<file path="src/hdl/dpmd_pkg.sv">
package dpmd_pkg;

  typedef struct packed {
    logic [3:0]  kind;
    logic [5:0]  regs;
    logic [1:0]  space;
    logic [23:0] value;
  } operand_t;

  typedef struct packed {
    logic [1:0] opcode_class;
    logic       status;
    logic [1:0] words_used;
    operand_t   main_a;
    operand_t   main_b;
    operand_t   m00;
    operand_t   m01;
    operand_t   m10;
    operand_t   m11;
  } result_t;

  localparam logic [1:0] CLS_INVALID = 2'd0;
  localparam logic [1:0] CLS_ADC     = 2'd1;
  localparam logic [1:0] CLS_ABS     = 2'd2;

  localparam logic [1:0] WC_ONE = 2'd1;
  localparam logic [1:0] WC_TWO = 2'd2;

  localparam logic [7:0] OP_ADC0 = 8'h21;
  localparam logic [7:0] OP_ADC1 = 8'h29;
  localparam logic [7:0] OP_ADC2 = 8'h31;
  localparam logic [7:0] OP_ADC3 = 8'h39;
  localparam logic [7:0] OP_ABS0 = 8'h26;
  localparam logic [7:0] OP_ABS1 = 8'h2E;

  localparam logic [3:0] T_NONE   = 4'd0;
  localparam logic [3:0] T_REG    = 4'd1;
  localparam logic [3:0] T_SIMM   = 4'd2;
  localparam logic [3:0] T_PDECN  = 4'd3;
  localparam logic [3:0] T_PINCN  = 4'd4;
  localparam logic [3:0] T_PDEC   = 4'd5;
  localparam logic [3:0] T_PINC   = 4'd6;
  localparam logic [3:0] T_IDXN   = 4'd7;
  localparam logic [3:0] T_NOUPD  = 4'd8;
  localparam logic [3:0] T_PREDEC = 4'd9;
  localparam logic [3:0] T_ABS    = 4'd10;
  localparam logic [3:0] T_IMM    = 4'd11;

  localparam logic [5:0] RG_NONE = 6'd0;
  localparam logic [5:0] RG_X0   = 6'd1;
  localparam logic [5:0] RG_X1   = 6'd2;
  localparam logic [5:0] RG_Y0   = 6'd3;
  localparam logic [5:0] RG_Y1   = 6'd4;
  localparam logic [5:0] RG_A    = 6'd11;
  localparam logic [5:0] RG_B    = 6'd12;
  localparam logic [5:0] RG_R0   = 6'd13;
  localparam logic [5:0] RG_X    = 6'd29;
  localparam logic [5:0] RG_Y    = 6'd30;

  localparam logic [1:0] SP_NONE = 2'd0;
  localparam logic [1:0] SP_X    = 2'd1;
  localparam logic [1:0] SP_Y    = 2'd2;

  localparam logic [2:0] MODE_SPECIAL = 3'd6;
  localparam logic [2:0] RRR_ABS      = 3'd0;
  localparam logic [2:0] RRR_IMM      = 3'd4;

  localparam logic [15:0] PM_NOMOVE   = 16'h2000;
  localparam logic [15:0] PM_UPD_MASK = 16'hFFE0;
  localparam logic [15:0] PM_UPD      = 16'h2040;
  localparam logic [15:0] PM_C1_MASK  = 16'hF040;
  localparam logic [15:0] PM_XC1      = 16'h1000;
  localparam logic [15:0] PM_YC1      = 16'h1040;
  localparam logic [15:0] PM_XC2_MASK = 16'hFEC0;
  localparam logic [15:0] PM_XC2      = 16'h0800;
  localparam logic [15:0] PM_MEM_MASK = 16'hC840;
  localparam logic [15:0] PM_XABS     = 16'h4000;
  localparam logic [15:0] PM_XMEM     = 16'h4040;
  localparam logic [15:0] PM_YMEM     = 16'h4840;
  localparam logic [15:0] PM_RR_MASK  = 16'hFC00;
  localparam logic [15:0] PM_RR       = 16'h2000;
  localparam logic [15:0] PM_IMM_MASK = 16'hE000;
  localparam logic [15:0] PM_IMM      = 16'h2000;

endpackage

</file>
<file path="src/hdl/dsp_parallel_move_decoder_unit.sv">
// channel  | handshake                   | payload
// request  | in_valid / in_stall         | instr_word, next_word, next_valid
// result   | out_valid / out_stall       | opcode_class .. move1_second
//
// Two register stages: input register, then result register after one pass
// of decode logic. One request per cycle while in_stall is low.
// Synchronous active-high reset clears both valid flags.
// A stalled result holds; in_stall rises only when both stages are full.
module dsp_parallel_move_decoder_unit
  import dpmd_pkg::*;
(
  input  logic        clk,
  input  logic        rst,
  input  logic        in_valid,
  output logic        in_stall,
  input  logic [23:0] instr_word,
  input  logic [23:0] next_word,
  input  logic        next_valid,
  output logic        out_valid,
  input  logic        out_stall,
  output logic [1:0]  opcode_class,
  output logic        status,
  output logic [1:0]  words_used,
  output logic [35:0] main_operand_a,
  output logic [35:0] main_operand_b,
  output logic [35:0] move0_first,
  output logic [35:0] move0_second,
  output logic [35:0] move1_first,
  output logic [35:0] move1_second
);

  logic        s_valid;
  logic [23:0] s_instr;
  logic [23:0] s_next;
  logic        s_nvalid;
  logic        out_open;
  logic        s_open;
  result_t     dec;
  result_t     res;

  assign out_open = !out_valid || !out_stall;
  assign s_open   = !s_valid || out_open;
  assign in_stall = !s_open;

  always_ff @(posedge clk) begin
    if (rst) begin
      s_valid <= 1'b0;
    end else if (s_open) begin
      s_valid <= in_valid;
    end
  end

  always_ff @(posedge clk) begin
    if (s_open && in_valid) begin
      s_instr  <= instr_word;
      s_next   <= next_word;
      s_nvalid <= next_valid;
    end
  end

  dpmd_decode u_decode (
    .instr_word (s_instr),
    .next_word  (s_next),
    .next_valid (s_nvalid),
    .result     (dec)
  );

  always_ff @(posedge clk) begin
    if (rst) begin
      out_valid <= 1'b0;
    end else if (out_open) begin
      out_valid <= s_valid;
    end
  end

  always_ff @(posedge clk) begin
    if (out_open && s_valid) begin
      res <= dec;
    end
  end

  assign opcode_class   = res.opcode_class;
  assign status         = res.status;
  assign words_used     = res.words_used;
  assign main_operand_a = res.main_a;
  assign main_operand_b = res.main_b;
  assign move0_first    = res.m00;
  assign move0_second   = res.m01;
  assign move1_first    = res.m10;
  assign move1_second   = res.m11;

  a_stall_full: assert property (@(posedge clk) disable iff (rst)
    in_stall |-> (s_valid && out_valid && out_stall))
    else $error("request stalled with a free stage");

  a_err_clear: assert property (@(posedge clk) disable iff (rst)
    (out_valid && status) |-> (words_used == WC_ONE && main_operand_a == '0 &&
      main_operand_b == '0 && move0_first == '0 && move0_second == '0 &&
      move1_first == '0 && move1_second == '0))
    else $error("error result carries operands");

  a_ext_valid: assert property (@(posedge clk) disable iff (rst)
    (out_valid && words_used == WC_TWO) |-> (!status && opcode_class != CLS_INVALID))
    else $error("extension word used by invalid or failed decode");

  a_invalid_empty: assert property (@(posedge clk) disable iff (rst)
    (out_valid && opcode_class == CLS_INVALID) |->
      (!status && words_used == WC_ONE && move0_first == '0 && main_operand_a == '0))
    else $error("invalid opcode with decoded content");

endmodule

</file>
<file path="src/hdl/dpmd_decode.sv">
module dpmd_decode
  import dpmd_pkg::*;
(
  input  logic [23:0] instr_word,
  input  logic [23:0] next_word,
  input  logic        next_valid,
  output result_t     result
);

  typedef struct packed {
    operand_t op;
    logic     err;
    logic     used;
  } ea_t;

  function automatic operand_t reg_op(input logic [5:0] r);
    operand_t o;
    o = '0;
    o.kind = T_REG;
    o.regs = r;
    return o;
  endfunction

  function automatic logic [5:0] move_reg5(input logic [4:0] idx);
    logic [5:0] r;
    r = (idx < 5'd4) ? RG_NONE : ({1'b0, idx} - 6'd3);
    return r;
  endfunction

  function automatic ea_t ea_fn(input logic [1:0] sp, input logic [2:0] mmm,
                                input logic [2:0] rrr, input logic [23:0] ext,
                                input logic ext_ok);
    ea_t e;
    e = '0;
    if (mmm != MODE_SPECIAL) begin
      case (mmm)
        3'd0:    e.op.kind = T_PDECN;
        3'd1:    e.op.kind = T_PINCN;
        3'd2:    e.op.kind = T_PDEC;
        3'd3:    e.op.kind = T_PINC;
        3'd4:    e.op.kind = T_NOUPD;
        3'd5:    e.op.kind = T_IDXN;
        default: e.op.kind = T_PREDEC;
      endcase
      e.op.regs  = RG_R0 + {3'b000, rrr};
      e.op.space = sp;
    end else if ((rrr != RRR_ABS && rrr != RRR_IMM) || !ext_ok) begin
      e.err = 1'b1;
    end else begin
      e.used     = 1'b1;
      e.op.value = ext;
      if (rrr == RRR_IMM) begin
        e.op.kind = T_IMM;
      end else begin
        e.op.kind  = T_ABS;
        e.op.space = sp;
      end
    end
    return e;
  endfunction

  logic [7:0]  lo;
  logic [15:0] p;
  logic [1:0]  cls;
  logic        w;
  logic [4:0]  d5;
  ea_t         ea_x;
  ea_t         ea_y;
  ea_t         ea_s;
  operand_t    ma, mb, m00, m01, m10, m11, oa, ob;
  logic        err, used;
  logic [5:0]  acc;

  assign lo   = instr_word[7:0];
  assign p    = instr_word[23:8];
  assign w    = p[7];
  assign d5   = {p[13:12], p[10:8]};
  assign ea_x = ea_fn(SP_X, p[5:3], p[2:0], next_word, next_valid);
  assign ea_y = ea_fn(SP_Y, p[5:3], p[2:0], next_word, next_valid);
  assign ea_s = p[11] ? ea_y : ea_x;

  always_comb begin
    cls  = CLS_INVALID;
    ma   = '0;
    mb   = '0;
    m00  = '0;
    m01  = '0;
    m10  = '0;
    m11  = '0;
    oa   = '0;
    ob   = '0;
    err  = 1'b0;
    used = 1'b0;
    acc  = p[8] ? RG_B : RG_A;
    if (lo == OP_ADC0 || lo == OP_ADC1 || lo == OP_ADC2 || lo == OP_ADC3) begin
      cls = CLS_ADC;
      ma  = reg_op(instr_word[4] ? RG_Y : RG_X);
      mb  = reg_op(instr_word[3] ? RG_B : RG_A);
    end else if (lo == OP_ABS0 || lo == OP_ABS1) begin
      cls = CLS_ABS;
      ma  = reg_op(instr_word[3] ? RG_B : RG_A);
    end
    if (cls != CLS_INVALID) begin
      if (p == PM_NOMOVE) begin
        m00 = '0;
      end else if ((p & PM_UPD_MASK) == PM_UPD) begin
        m00.kind = T_PDECN + {2'b00, p[4:3]};
        m00.regs = RG_R0 + {3'b000, p[2:0]};
      end else if ((p & PM_C1_MASK) == PM_XC1) begin
        case (p[11:10])
          2'd0:    ob = reg_op(RG_X0);
          2'd1:    ob = reg_op(RG_X1);
          2'd2:    ob = reg_op(RG_A);
          default: ob = reg_op(RG_B);
        endcase
        oa   = ea_x.op;
        m00  = w ? oa : ob;
        m01  = w ? ob : oa;
        err  = ea_x.err;
        used = ea_x.used;
        m10  = reg_op(p[9] ? RG_B : RG_A);
        m11  = reg_op(p[8] ? RG_Y1 : RG_Y0);
      end else if ((p & PM_C1_MASK) == PM_YC1) begin
        case (p[9:8])
          2'd0:    ob = reg_op(RG_Y0);
          2'd1:    ob = reg_op(RG_Y1);
          2'd2:    ob = reg_op(RG_A);
          default: ob = reg_op(RG_B);
        endcase
        oa   = ea_y.op;
        m10  = w ? oa : ob;
        m11  = w ? ob : oa;
        err  = ea_y.err;
        used = ea_y.used;
        m00  = reg_op(p[11] ? RG_B : RG_A);
        m01  = reg_op(p[10] ? RG_X1 : RG_X0);
      end else if ((p & PM_XC2_MASK) == PM_XC2) begin
        m00  = reg_op(acc);
        m01  = ea_x.op;
        err  = ea_x.err;
        used = ea_x.used;
        m10  = reg_op(RG_X0);
        m11  = reg_op(acc);
      end else if ((p & PM_MEM_MASK) == PM_XABS) begin
        oa.kind  = T_ABS;
        oa.space = SP_X;
        oa.value = {18'd0, p[5:0]};
        ob       = reg_op(move_reg5(d5));
        m00      = w ? oa : ob;
        m01      = w ? ob : oa;
      end else if ((p & PM_MEM_MASK) == PM_XMEM || (p & PM_MEM_MASK) == PM_YMEM) begin
        ob   = reg_op(move_reg5(d5));
        oa   = ea_s.op;
        err  = ea_s.err;
        used = ea_s.used;
        if (p[11]) begin
          m10 = w ? oa : ob;
          m11 = w ? ob : oa;
        end else begin
          m00 = w ? oa : ob;
          m01 = w ? ob : oa;
        end
      end else if ((p & PM_RR_MASK) == PM_RR) begin
        m00 = reg_op(move_reg5(p[9:5]));
        m01 = reg_op(move_reg5(p[4:0]));
      end else if ((p & PM_IMM_MASK) == PM_IMM) begin
        m00.kind  = T_SIMM;
        m00.value = {16'd0, p[7:0]};
        m01       = reg_op(move_reg5(p[12:8]));
      end
    end
    if (err) begin
      ma   = '0;
      mb   = '0;
      m00  = '0;
      m01  = '0;
      m10  = '0;
      m11  = '0;
      used = 1'b0;
    end
    result.opcode_class = cls;
    result.status       = err;
    result.words_used   = used ? WC_TWO : WC_ONE;
    result.main_a       = ma;
    result.main_b       = mb;
    result.m00          = m00;
    result.m01          = m01;
    result.m10          = m10;
    result.m11          = m11;
  end

endmodule

</file>
<file path="config.mk">
export PLATFORM = sky130hd
export DESIGN_NAME = dsp_parallel_move_decoder_unit
export DESIGN_NICKNAME = d
export VERILOG_FILES = /design/src/hdl/dpmd_pkg.sv /design/src/hdl/dsp_parallel_move_decoder_unit.sv /design/src/hdl/dpmd_decode.sv
export SDC_FILE = /design/constraint.sdc
export NUM_CORES = 1
export LEC_CHECK = 0
export ABC_AREA = 1
export BUFFER_PORTS_ARGS = -buffer_cell sky130_fd_sc_hd__buf_4
export CAP_MARGIN = 0
export CORE_ASPECT_RATIO = 1.4
export CORE_UTILIZATION = 48
export DETAILED_ROUTE_END_ITERATION = 10
export PLACE_DENSITY = 0.89
export SLEW_MARGIN = 20
export SYNTH_ARGS = -nofsm -noshare
export SYNTH_HDL_FRONTEND = slang
export SYNTH_SLANG_ARGS = --single-unit
</file>
<file path="constraint.sdc">
create_clock -name clk -period 8.25 [get_ports clk]
set_input_delay 0.4125 -clock clk [delete_from_list [all_inputs] [get_ports clk]]
set_output_delay 0.4125 -clock clk [all_outputs]
set_load 0.02 [all_outputs]
</file>
**Word-level counts from Yosys, hierarchy flattened**

Cells that the tools add are included.

- Register bits: 272
- Bits of input ports: 53

- Add/subtract/negate cells: 6
- Equality and inequality tests: 28
- Magnitude comparators: 4
- Bitwise operators: 2
- Reduce and logical (&&, ||, !) cells: 26
- Multiplexer cells: 93

Operators with widths:

| kind | count |
|---|---|
| two-way mux 36 bit | 30 |
| two-way mux 33 bit | 7 |
| one-hot mux 30 bit (3 select lines) | 2 |
| two-way mux 26 bit | 5 |
| == test 8 x 6 -> 1 bit, second input constant | 6 |
| two-way mux 28 bit | 1 |
| two-way mux 24 bit | 1 |
| two-way mux 6 bit | 4 |
| one-hot mux 4 bit (6 select lines) | 1 |
| subtractor 5 x 2 -> 6 bit, second input constant | 4 |
| two-way mux 1 bit | 21 |
| < comparator 5 x 3 -> 1 bit, second input constant | 4 |
| two-way mux 2 bit | 9 |
| == test 16 x 14 -> 1 bit, second input constant | 1 |
| two-way mux 8 bit | 2 |
| two-way mux 3 bit | 5 |
| == test 4 x 3 -> 1 bit, second input constant | 3 |
| two-way mux 4 bit | 3 |
| == test 11 x 9 -> 1 bit, second input constant | 1 |
| == test 5 x 2 -> 1 bit, second input constant | 2 |
| two-way mux 10 bit | 1 |
| == test 3 bit, second input constant | 3 |
| == test 9 x 5 -> 1 bit, second input constant | 1 |
| logical OR 1 bit | 8 |
| other kinds (20) | 34 |

**Logic depth before layout (Yosys ltp)**

- Depth after elaboration: 17
- Mapped depth: 15
- Gate-level depth less buffers: 14

**Hierarchy**

From an unflattened synthesis, not the netlist that was laid out.

- Cell total of the unflattened synthesis: 1160
- Area total of the unflattened synthesis: 12624.6 um^2

By module, submodules not included:

| module | area an instance (um^2) | seq. area each (um^2) | cells each | times used |
|---|---|---|---|---|
| dsp_parallel_move_decoder_unit | 8199.1 | 8147.8 | 282 | 1 |
| dpmd_decode | 4425.5 | 0.0 | 878 | 1 |

**Worst setup path before layout**

Ideal clock, no wire load.

- Path kind: input to register
- From: in out_stall
- To: reg res (netlist bit main_operand_a[26]) (enable)
- Arrival time: 7978 ps
- Path buffers: 0
- Required time: 7525 ps
- Stages: 1
- Setup time: 725 ps
- Path slack: -453 ps
- Cell sequence: a21oi_1

- Cells in the longest elaborated chain, start to end: 3

Ends and longest elaborated chain:

| element | RTL line | source |
|---|---|---|
| start: declaration | dsp_parallel_move_decoder_unit.sv:20 | `input logic out_stall,` |
| zero test 1 bit | dsp_parallel_move_decoder_unit.sv:41 | `assign out_open = !out_valid \|\| !out_stall;` |
| logical OR 1 bit | dsp_parallel_move_decoder_unit.sv:41 |  |
| logical AND 1 bit | dsp_parallel_move_decoder_unit.sv:77 | `if (out_open && s_valid) begin` |
| end signal: assignment | dsp_parallel_move_decoder_unit.sv:78 | `res <= dec;` |
| end: declaration | dsp_parallel_move_decoder_unit.sv:39 | `result_t res;` |

Every way passes these cells.
A chain may end at the register's enable or synchronous reset.

**Worst setup path in the final report**

- From: reg s_instr[11]
- To: reg res (netlist bit move0_first[16]) (data pin)

- Cells in the longest elaborated chain, start to end: 12
- Elaborated cells on any way between the ends: 22
- Classes of those cells: eq/ne: 2; mux: 19; reduce/logical: 1

Ends and longest elaborated chain:

| element | RTL line | source |
|---|---|---|
| start: declaration | dsp_parallel_move_decoder_unit.sv:33 | `logic [23:0] s_instr;` |
| start signal: assignment | dsp_parallel_move_decoder_unit.sv:55 | `s_instr <= instr_word;` |
| != test 3 bit | dpmd_decode.sv:35 | `if (mmm != MODE_SPECIAL) begin` |
| two-way mux 26 bit | dpmd_decode.sv:35 |  |
| two-way mux 28 bit | dpmd_decode.sv:80 | `assign ea_s = p[11] ? ea_y : ea_x;` |
| two-way mux 1 bit | dpmd_decode.sv:151 | `end else if ((p & PM_MEM_MASK) == PM_XMEM \|\| (p & PM_MEM_MASK) == PM_YMEM) begin` |
| two-way mux 1 bit | dpmd_decode.sv:144 | `end else if ((p & PM_MEM_MASK) == PM_XABS) begin` |
| two-way mux 1 bit | dpmd_decode.sv:137 | `end else if ((p & PM_XC2_MASK) == PM_XC2) begin` |
| two-way mux 1 bit | dpmd_decode.sv:123 | `end else if ((p & PM_C1_MASK) == PM_YC1) begin` |
| two-way mux 1 bit | dpmd_decode.sv:109 | `end else if ((p & PM_C1_MASK) == PM_XC1) begin` |
| two-way mux 1 bit | dpmd_decode.sv:106 | `end else if ((p & PM_UPD_MASK) == PM_UPD) begin` |
| two-way mux 1 bit | dpmd_decode.sv:104 | `if (p == PM_NOMOVE) begin` |
| two-way mux 1 bit | dpmd_decode.sv:103 | `if (cls != CLS_INVALID) begin` |
| OR reduction 4 bit (no line) | -- |  |

Several ways; a longest one is shown, not always the timed one.

==> reports/results.txt <==
Minimum clock period after layout - 3.49 ns
WL met2 - 15,000 um
Filler Cell Count - 1,720
# clock sinks - 208
Crit share post-route - 42.2%
Final core area utilization - 59.3%
Routed via count - 8,253
IO Port Bufs - 214
Tightest hold margin - 0.0709 ns
Count of pins on the block boundary - 276
Pre-antenna DRT Iters - 6
Netlist area before placement - 10,300 sq um
Post-Syn Instances - 1,027
LEAKAGE - 5.21 nW
Unrepaired setup endpoints after global routing - false
Delay of the slowest cell on the worst path - 0.51 ns
Vias in the first global route - 7,869
Number of synthesized flops with an enable pin - 206
Number of distinct library cell variants in the gate-level netlist after synthesis - 44
Placed Cells - 1,471
Primary flip-flop cell chosen by synthesis mapping - sky130_fd_sc_hd__edfxtp_1
Later-pin clock latency in the skew report - 0.50 ns
Clock slew at the register clock pins of the worst setup and hold paths - 0.06 ns
Routed WL - 28,800 um
Met3 wire length - 2130 um
Drt drc - 0
Cell area after placement - 11,900 sq um
Total core area - 21,100 sq um
Core Rows - 63
Final total power - 2.34 mW
Class of the tightest hold or removal check - in -> reg
Number of instances on the worst hold path - 2
Number of violations reported at the end of detailed-routing iteration 0 - 792
Slew of the pin with the lowest slew margin - 0.975 ns
CTS H-tree lvls - 1
Total gr overflow - 0
Final standard cell area without fillers - 12,500 sq um
Clock tree from TritonCTS - done
Max-slew headroom - 34.9%
Power density over the cells - 187 nW/um^2
Non-filler cells, final - 1,507
Average wire per cell in the routed design - 19.1 um
Delay-heaviest family, CP - simple AND/OR/NAND/NOR gates
Die Width - 126 um
Req. time, crit path - 8.58 ns
CP arrival - 3.82 ns
Top Layer Used - met4
Number of resized instances in the post-cts repair step - 0
Detailed-placement wirelength estimate - 20,800 um
Run status - complete, no violations
Ys Warns - 0
Top fanout value on the critical path - 30
Critical register-to-register path endpoint - move0_first[16]
Vias per cell - 5.48
Final Max Slew Viols - 0
Sum Neg Setup Slack - 0 ns
Highest clock frequency the design can meet - 0.287 GHz
First-pass GRT wire length - 43,500 um
Worst-case register-to-register setup slack - 4.76 ns
Post-place setup slack - 4.83 ns
Initial antenna violation count - 0
Chain of cells forming the critical path - inv_1 -> ha_1 -> nand2_2 -> inv_2 -> nand2_1 -> a21oi_2 -> nand2_4 -> nand3_2 -> inv_2 -> nand2_1 -> nor2_1
Ratio of cells with drive above 1 in the final layout - 24.1%
Critical path startpoint category - register
Clock Skews - 0.0122 ns
Critical R2R Launch - s_instr[11]
Final Worst Setup Slack - 4.76 ns
Overall die height - 175 um
Pin count of the biggest net entering global routing - 158
DRT antenna net count - 0
DIE AREA - 22,100 sq um
Total clock buffers created by CTS - 20
Hold violation total from the final report - 0
Combined buffer and inverter count along the critical path - 3
Sequential element share of the synthesized area - 60.4%
Antenna diode count - 0
Maximum vdd ir drop - 119 uV
Metal-1 WL - 9990 um
Syn avg cell area - 10.0 sq um
Fraction of registers with async set or reset after synthesis - 0%
Clock Tree Root - sky130_fd_sc_hd__clkbuf_16
Count of state elements after synthesis - 208
Max Buffers Root-to-Sink - 3
Total setup buffers inserted after CTS - 0
Hold path endpoint - s_valid
All-layer global routing usage - 25.7%
Last weighted congestion value of the routability-driven placer - 0.967
Slowest cell on the critical path - sky130_fd_sc_hd__edfxtp_1
Post-cts hold buffer count - 0
Hold Path Origin - rst
Type of the setup path with the least slack - reg -> reg
Number of setup violations in the final report - 0
Count of maximum capacitance violations - 0
Post-layout net count - 1,304
Number of cells on the worst reg-to-reg path - 11
Initial standard-cell utilization of the core - 48.8%
Type of destination of the critical path - register
Post-synthesis to final-layout area growth - 21.5%
cell families (layout without fill, tap and decap cells):
group                    after synthesis  after routing  synth area share (%)
AND/OR/NAND/NOR                      514            514                  22.2
flip-flops                           208            208                  60.4
buffers and inverters                187            339                  9.63
AO/OA/AOI/OAI                         95             95                  5.17
adder cells (fa/ha/maj)               18             18                  2.19
XOR/XNOR                               4              4                 0.340
other                                  1             69                0.0364
worst max path at each step:
stage                           start                  to  slack, ns  depth (start not counted)
after CTS                 s_instr[11]     move0_first[16]       4.81                         11
after floorplan             out_valid  main_operand_a[26]       2.80                          1
after detailed placement  s_instr[16]     move0_first[16]       4.83                         11
after global routing      s_instr[16]     move0_first[16]       4.47                         11
after global placement    s_instr[16]     move0_first[19]       4.99                         11
final                     s_instr[11]     move0_first[16]       4.76                         11
power breakdown:
| part | switching (mW) | internal, mW |
|---|---|---|
| Sequential | 0.0238 | 1.20 |
| Clock | 0.394 | 0.485 |
| Combinational | 0.173 | 0.0676 |
layer usage:
metal,global-route usage (%),vias up
met5,0,-
met1,28.5,3820
met4,15.7,0
met2,46.9,527
met3,3.32,107
li1,-,3799
cell usage in the layout, fill, tap and decap left out, types with 2 or more instances in the layout:
master                       instances
sky130_fd_sc_hd__clkinvlp_4          3
sky130_fd_sc_hd__inv_2              18
sky130_fd_sc_hd__o21ai_0            28
sky130_fd_sc_hd__nand2_4             2
sky130_fd_sc_hd__nor3_1             63
sky130_fd_sc_hd__clkinv_1            3
sky130_fd_sc_hd__clkbuf_1            3
sky130_fd_sc_hd__nand4_1             8
sky130_fd_sc_hd__ha_1               18
sky130_fd_sc_hd__nand3b_1            3
sky130_fd_sc_hd__nor2_2             13
sky130_fd_sc_hd__a21oi_1            40
sky130_fd_sc_hd__inv_1              62
sky130_fd_sc_hd__o21bai_1            2
sky130_fd_sc_hd__clkbuf_16          20
sky130_fd_sc_hd__a31oi_1             9
sky130_fd_sc_hd__edfxtp_1          206
sky130_fd_sc_hd__clkinv_2            4
sky130_fd_sc_hd__clkinv_4            2
sky130_fd_sc_hd__nor2_1            106
sky130_fd_sc_hd__dfxtp_1             2
sky130_fd_sc_hd__conb_1             69
sky130_fd_sc_hd__nand3_1            93
sky130_fd_sc_hd__buf_4             220
sky130_fd_sc_hd__nand2_1           214
sky130_fd_sc_hd__xor2_1              3
sky130_fd_sc_hd__o22ai_1             6
sky130_fd_sc_hd__nor2_4              5
sky130_fd_sc_hd__o211ai_1            2
flip-flops by register name (all words and copies together) (netlist names):
register and cells:
out_valid 1, main_operand_a 5, move1_second 36, move0_first 36
move0_second 36, main_operand_b 3, s_nvalid 1, s_next 24
opcode_class 2, move1_first 36, s_instr 24, words_used 2
status 1, s_valid 1
cell usage after synthesis (4+ instances only):
cell | n | area share, %
sky130_fd_sc_hd__nand3_1 | 93 | 4.5
sky130_fd_sc_hd__nor2_4 | 4 | 0.44
sky130_fd_sc_hd__nor2_2 | 14 | 0.85
sky130_fd_sc_hd__a21oi_1 | 41 | 2.0
sky130_fd_sc_hd__buf_1 | 6 | 0.22
sky130_fd_sc_hd__nand4_1 | 8 | 0.49
sky130_fd_sc_hd__ha_1 | 18 | 2.2
sky130_fd_sc_hd__clkbuf_1 | 16 | 0.58
sky130_fd_sc_hd__buf_4 | 66 | 4.8
sky130_fd_sc_hd__inv_2 | 17 | 0.62
sky130_fd_sc_hd__o22ai_1 | 6 | 0.36
sky130_fd_sc_hd__a31oi_1 | 9 | 0.55
sky130_fd_sc_hd__nand2_1 | 214 | 7.8
sky130_fd_sc_hd__nor2_1 | 106 | 3.9
sky130_fd_sc_hd__inv_1 | 64 | 2.3
sky130_fd_sc_hd__nor3_1 | 63 | 3.1
sky130_fd_sc_hd__edfxtp_1 | 206 | 60
sky130_fd_sc_hd__buf_2 | 15 | 0.73
sky130_fd_sc_hd__o21ai_0 | 28 | 1.4
final cells by class:
type	count	area [sq um]	share of cell area, %
multi-input combinational	700	3360	26.8
timing repair buffer	221	1670	13.4
sequential	208	6230	49.7
clock inverter	13	118	0.939
tap	260	325	2.60
inverter	82	309	2.47
clock buffer	23	512	4.09
(Power assumes the default switching activity.)
